`config.mk`:
```
export PLATFORM = sky130hd
export DESIGN_NAME = hcbp_packer
export DESIGN_NICKNAME = d
export VERILOG_FILES = /design/src/sv/hcbp_pkg.sv /design/src/sv/hcbp_packer.sv
export SDC_FILE = /design/constraint.sdc
export NUM_CORES = 1
export LEC_CHECK = 0
export ABC_AREA = 1
export BUFFER_PORTS_ARGS = -buffer_cell sky130_fd_sc_hd__buf_2
export CAP_MARGIN = 20
export CORE_ASPECT_RATIO = 1.5
export CORE_MARGIN = 3
export CORE_UTILIZATION = 35
export DETAILED_ROUTE_END_ITERATION = 10
export SETUP_SLACK_MARGIN = 0.02
export SKIP_CTS_REPAIR_TIMING = 1
export SYNTH_ARGS = -nofsm -noshare
export SYNTH_HDL_FRONTEND = slang
export SYNTH_SLANG_ARGS = --single-unit
export TNS_END_PERCENT = 1
```
`constraint.sdc`:
```
create_clock -name clk_i -period 5.4 [get_ports clk_i]
set_input_delay 0.81 -clock clk_i [delete_from_list [all_inputs] [get_ports clk_i]]
set_output_delay 0.81 -clock clk_i [all_outputs]
set_load 0.01 [all_outputs]
```
`src/sv/hcbp_pkg.sv`:
```
// Shared types and constants for the Huffman code bit packer.
// Used by hcbp_packer and huffman_code_bit_packer; no dependencies.
`timescale 1ns / 1ps
`default_nettype none

package hcbp_pkg;

  localparam int SymbolW    = 8;
  localparam int CodeW      = 32;
  localparam int LenW       = 6;
  localparam int ByteW      = 8;
  localparam int MaxCodeLen = 32;
  // longest code that fits both the limit and the code field
  localparam int LenLimit   = (MaxCodeLen < CodeW) ? MaxCodeLen : CodeW;
  // pending bits (< 8) plus one full code
  localparam int AccW       = CodeW + ByteW;
  localparam int CntW       = 6;
  localparam int InDataW    = 48;
  localparam int FuncW      = 2;
  localparam int StatusW    = 2;
  localparam int OutUserW   = 1 + StatusW;

  typedef enum logic [FuncW-1:0] {
    FUNC_LOAD   = 2'd0,
    FUNC_ENCODE = 2'd1,
    FUNC_FLUSH  = 2'd2
  } func_e;

  typedef enum logic [StatusW-1:0] {
    ST_OK       = 2'd0,
    ST_NO_CODE  = 2'd1,
    ST_TOO_LONG = 2'd2
  } status_e;

  typedef struct packed {
    logic [LenW-1:0]  len;
    logic [CodeW-1:0] code;
  } entry_t;

  // one request from the front end to the packer
  typedef struct packed {
    logic    encode;
    logic    err;
    logic    flush;
    status_e status;
  } cmd_t;

endpackage

`default_nettype wire

```
`src/sv/hcbp_packer.sv`:
```
// Bit accumulator, byte emitter and output register of the code bit packer.
// Depends on hcbp_pkg.
`timescale 1ns / 1ps
`default_nettype none

module hcbp_packer
  import hcbp_pkg::*;
(
  input  wire logic                clk_i,
  input  wire logic                rst_ni,
  input  wire cmd_t                cmd_i,
  input  wire entry_t              rd_entry_i,
  output logic                     busy_o,
  output logic                     m_axis_tvalid,
  input  wire logic                m_axis_tready,
  output logic [ByteW-1:0]         m_axis_tdata,  // out_byte
  output logic [OutUserW-1:0]      m_axis_tuser,  // byte_valid, status[1:0]
  output logic                     m_axis_tlast
);

  typedef enum logic [3:0] {
    S_IDLE = 4'b0001,
    S_READ = 4'b0010,
    S_EMIT = 4'b0100,
    S_ONE  = 4'b1000
  } state_e;

  state_e            state_q, state_d;
  logic [AccW-1:0]   acc_q, acc_d;
  logic [CntW-1:0]   total_q, total_d;

  logic [ByteW-1:0]  one_byte_q, one_byte_d;
  logic              one_bvalid_q, one_bvalid_d;
  status_e           one_status_q, one_status_d;

  logic              out_valid_q, out_valid_d;
  logic [ByteW-1:0]  out_byte_q, out_byte_d;
  logic              out_bvalid_q, out_bvalid_d;
  status_e           out_status_q, out_status_d;
  logic              out_last_q, out_last_d;

  logic              slot_free;
  logic [AccW-1:0]   code_masked;
  logic [AccW-1:0]   merged;
  logic [CntW-1:0]   sum;

  assign slot_free   = !out_valid_q || m_axis_tready;
  assign code_masked = AccW'(rd_entry_i.code) & ~({AccW{1'b1}} << rd_entry_i.len);
  // new code bits land just above the pending ones
  assign merged      = {{(AccW-ByteW){1'b0}}, acc_q[ByteW-1:0]} | (code_masked << total_q[2:0]);
  assign sum         = total_q + rd_entry_i.len;

  always_comb begin
    state_d      = state_q;
    acc_d        = acc_q;
    total_d      = total_q;
    one_byte_d   = one_byte_q;
    one_bvalid_d = one_bvalid_q;
    one_status_d = one_status_q;
    out_valid_d  = out_valid_q;
    out_byte_d   = out_byte_q;
    out_bvalid_d = out_bvalid_q;
    out_status_d = out_status_q;
    out_last_d   = out_last_q;
    if (out_valid_q && m_axis_tready) begin
      out_valid_d = 1'b0;
    end

    unique case (state_q)
      S_IDLE: begin
        priority if (cmd_i.encode) begin
          state_d = S_READ;
        end else if (cmd_i.err) begin
          one_byte_d   = '0;
          one_bvalid_d = 1'b0;
          one_status_d = cmd_i.status;
          state_d      = S_ONE;
        end else if (cmd_i.flush && total_q != '0) begin
          one_byte_d   = acc_q[ByteW-1:0];
          one_bvalid_d = 1'b1;
          one_status_d = ST_OK;
          acc_d        = '0;
          total_d      = '0;
          state_d      = S_ONE;
        end
      end
      S_READ: begin
        acc_d   = merged;
        total_d = sum;
        state_d = (sum >= CntW'(ByteW)) ? S_EMIT : S_IDLE;
      end
      S_EMIT: begin
        if (slot_free) begin
          out_valid_d  = 1'b1;
          out_byte_d   = acc_q[ByteW-1:0];
          out_bvalid_d = 1'b1;
          out_status_d = ST_OK;
          out_last_d   = (total_q < CntW'(2*ByteW));
          acc_d        = acc_q >> ByteW;
          total_d      = total_q - CntW'(ByteW);
          if (total_q < CntW'(2*ByteW)) begin
            state_d = S_IDLE;
          end
        end
      end
      S_ONE: begin
        if (slot_free) begin
          out_valid_d  = 1'b1;
          out_byte_d   = one_byte_q;
          out_bvalid_d = one_bvalid_q;
          out_status_d = one_status_q;
          out_last_d   = 1'b1;
          state_d      = S_IDLE;
        end
      end
      default: begin
        state_d = S_IDLE;
      end
    endcase
  end

  always_ff @(posedge clk_i or negedge rst_ni) begin
    if (!rst_ni) begin
      state_q     <= S_IDLE;
      acc_q       <= '0;
      total_q     <= '0;
      out_valid_q <= 1'b0;
    end else begin
      state_q     <= state_d;
      acc_q       <= acc_d;
      total_q     <= total_d;
      out_valid_q <= out_valid_d;
    end
  end

  always_ff @(posedge clk_i) begin
    one_byte_q   <= one_byte_d;
    one_bvalid_q <= one_bvalid_d;
    one_status_q <= one_status_d;
    out_byte_q   <= out_byte_d;
    out_bvalid_q <= out_bvalid_d;
    out_status_q <= out_status_d;
    out_last_q   <= out_last_d;
  end

  assign busy_o        = (state_q != S_IDLE);
  assign m_axis_tvalid = out_valid_q;
  assign m_axis_tdata  = out_byte_q;
  assign m_axis_tuser  = {out_status_q, out_bvalid_q};
  assign m_axis_tlast  = out_last_q;

  // requests only arrive while idle
  assert property (@(posedge clk_i) disable iff (!rst_ni)
    (cmd_i.encode || cmd_i.err || cmd_i.flush) |-> state_q == S_IDLE)
    else $error("packer request while busy");

  // the table read follows an encode request
  assert property (@(posedge clk_i) disable iff (!rst_ni)
    state_q == S_READ |-> $past(cmd_i.encode))
    else $error("table read without encode");

  // fewer than eight bits stay pending between items
  assert property (@(posedge clk_i) disable iff (!rst_ni)
    state_q == S_IDLE |-> total_q < CntW'(ByteW))
    else $error("full byte left pending");

  // an emitted code byte is a valid ok beat
  assert property (@(posedge clk_i) disable iff (!rst_ni)
    (state_q == S_EMIT && slot_free) |=>
      (m_axis_tvalid && m_axis_tuser[0] && m_axis_tuser[OutUserW-1:1] == ST_OK))
    else $error("emitted byte not flagged valid");

endmodule

`default_nettype wire

```
==> metrics.txt <==
Pre-Repair DR Iteration Count 5; gpl congestion 0.9095; largest net degree at the start of global routing 51; Port-buffer cells 59; RSZ-0062 raised after global routing false; pre-CTS setup slack 2490 ps; post-synth cell types 37; Nets 846; Ys Warns 0; top post-synthesis cells by area dfrtp_1 24%, nand3_1 20%, edfxtp_1 13%; max-slew violations 0; Yosys top cell area share 23.83%; initial core utilization 36.26%; die span in x 105.0 µm; measured slew at the worst slew-check pin 1047 ps; CTS Buffer Depth 2; Critical Path RT 5610 ps; Min-Delay Path Class register to register; Power Dens Cells 513.6 mW/mm²; Final Skew 10.08 ps; # diodes 0; number of flops mapped to enable cells by yosys 23; Lkg Pwr 2.864 nW; Layout Area Growth over Synthesis 13.03%; DR iter-0 viols 356; vias 5102; crit path capture state_q[2]$_DFFE_PN0P_; core footprint 0.01419 mm²; R2R cell count 13; setup TNS 0 ps; io pins 60; total CTS buffers 9; R2R Path End state_q[2]$_DFFE_PN0P_; Switching Fraction 46.03%; R2R Path Start total_q[1]$_DFFE_PN0P_; Clock Tree Root clkbuf_16; clock network power share 19.3%; Logic pwr share 50.7%; fillcell total 1622; Worst EP arrival 2660 ps; final number of setup-violating endpoints 0; Detail Placement HPWL 11.40 mm; final hold viol count 0; clk sinks 73; Synth Register Bits 73; sequential share of the synthesized area 37.76%; critical path class register to register; Synth Area per Inst 6.825 µm²; Critical Path End Type register; Critical Path Source total_q[1]$_DFFE_PN0P_; post-route ant nets 0; CTS tree yes; overall global routing resource usage 19.36%; aggregate routed wire length 15.27 mm; Residual DRC 0; die area 0.01622 mm²; status finished clean; Slew HR 30.14%; DIE HEIGHT 154.5 µm; Rows 53; vias in the first global route 4931; total power 2.988 mW; Int Pwr 1.613 mW; Setup crit start kind register; maximum level of the CTS H-tree 3; global-route wire length before repair 24.99 mm; Synth async-reset ratio 68.49%; Mapped Nets 807; Max FO, Critical Path 38; switching power 1.375 mW; FF-to-FF setup slack 2950 ps; setup ws final 2954 ps; Tcrit/Tclk final 45.29%; dominant synthesized flop cell dfrtp_1; layout cells sized above 1 14.66%; Tmin final 2446 ps; initial antenna violation count 0; wire per inst 15.42 µm; gr ovfl total 0; max frequency 408.9 MHz; via density per instance 5.154; Synth Instances 754; max-capacitance violation count 0; Peak VDD IR 0.2077 mV; sequential power share 30.0%; Worst-path clk slew 70 ps; clk_lat worst skew 340 ps; cell taking the most area after synthesis dfrtp_1; netlist area before placement 0.005146 mm²
[per-layer routing]
| metal | track usage [%] | vias to the layer above | routed length (µm) |
|---|---|---|---|
| li1 | - | 2560 | - |
| met2 | 34.16 | 149 | 7704 |
| met5 | 0 | - | 0 |
| met4 | 7.129 | 0 | 470 |
| met3 | 3.173 | 25 | 688 |
| met1 | 23.62 | 2368 | 6401 |
[layout by cell type, fill, tap and decap left out, types with 2 or more instances in the layout]
master / n
inv_1: 90
a31oi_1: 2
a21oi_1: 8
buf_2: 59
xnor2_1: 3
nand3_1: 203
edfxtp_1: 23
buf_4: 5
o21ai_0: 16
nand4_1: 26
nand2_2: 5
nor2_1: 75
inv_6: 5
or2_2: 5
nor2_4: 5
o22ai_1: 3
nand2_1: 164
o211ai_1: 2
clkinvlp_4: 2
o221ai_1: 2
clkbuf_16: 9
nor2_2: 7
dfrtp_1: 49
inv_2: 11
nand3_2: 2
ha_1: 6
[worst min path at each step]
stage                                       to  slack, ps                 start  depth (start not counted)
after global placement    acc_q[4]$_DFFE_PN0P_        470  acc_q[4]$_DFFE_PN0P_                          2
final                     acc_q[6]$_DFFE_PN0P_        480  acc_q[6]$_DFFE_PN0P_                          2
after CTS                 acc_q[6]$_DFFE_PN0P_        490  acc_q[6]$_DFFE_PN0P_                          2
after global routing      acc_q[4]$_DFFE_PN0P_        520  acc_q[4]$_DFFE_PN0P_                          2
after floorplan           acc_q[4]$_DFFE_PN0P_        450  acc_q[4]$_DFFE_PN0P_                          2
after detailed placement  acc_q[2]$_DFFE_PN0P_        470  acc_q[2]$_DFFE_PN0P_                          2
[worst max-delay path, cell delays in order, from the launching register on]
cell and delay, ps:
dfrtp_1 320, buf_4 390, clkinv_1 120, buf_4 280, fa_1 440, inv_1 100, nand3_1 80, nand2_1 90
xnor2_1 150, nand2_1 80, inv_1 60, nand2_1 50, nand2_1 80, nand3_1 80
[kinds of logic (layout without fill, tap and decap cells)]
family / after synthesis / in the layout / share of synthesized area [%]
and+or+nand+nor: 494 / 494 / 44.13
xor gates and xnor gates: 4 / 4 / 0.6809
AOI/OAI and AO/OA: 37 / 37 / 4.133
DFF: 73 / 73 / 37.76
buffers and inverters: 139 / 183 / 11.45
adders and majority gates: 7 / 7 / 1.848
[state kept, by name (all words and copies together) (netlist names)]
name and count:
m_axis_tvalid 1, out_bvalid_q 1, m_axis_tdata 8, one_status_q 2, one_bvalid_q 1, acc_q 39
state_q 4, out_status_q 2, m_axis_tlast 1, total_q 6, one_byte_q 8
[power groups by stage]
stage               registers (mW)  clock network, mW  logic (mW)
finish                       0.895              0.577        1.52
global route                 0.919              0.610        1.73
CTS                          0.895              0.589        1.51
detailed placement           0.905                  0        1.50
global placement             0.903                  0        1.49
floorplan                    0.889                  0        1.17
[Yosys cell counts (2+ instances only)]
cell      count
o221ai_1      2
xnor2_1       3
nor2_2        7
nand4_1      26
nand2_2       5
buf_6         3
nor2_4        5
edfxtp_1     23
o22ai_1       3
o211ai_1      2
a21oi_1       8
a31oi_1       2
buf_1         3
nand2_1     164
inv_2        11
nor2_1       75
buf_4         7
ha_1          6
dfrtp_1      49
o21ai_0      16
or2_2         5
clkbuf_1      9
inv_1        90
nand3_1     203
buf_2        14
nand3_2       2
[per-stage QoR]
step           utilization, %  hold WS [ps]  cell area, µm²  instances
6_report                40.99         484.2            5817        990
5_1_grt                 40.99         522.1            5817        990
4_1_cts                 40.85         487.2            5797        989
3_5_place_dp            38.85         473.1            5513        973
3_3_place_gp            38.85         467.1            5513        973
2_1_floorplan               -         448.8            5146        754
[area by class of cell]
type                       instances  area, µm²  share of cell area (%)
sequential                        73       1943                   33.40
clock inverter                     7      58.81                   1.011
clock buffer                       9      225.2                   3.872
tap                              192      240.2                   4.130
multi-input combinational        542       2614                   44.93
timing repair buffer              65      352.8                   6.066
inverter                         102      382.9                   6.582
Power figures use the tool's default switching activity.
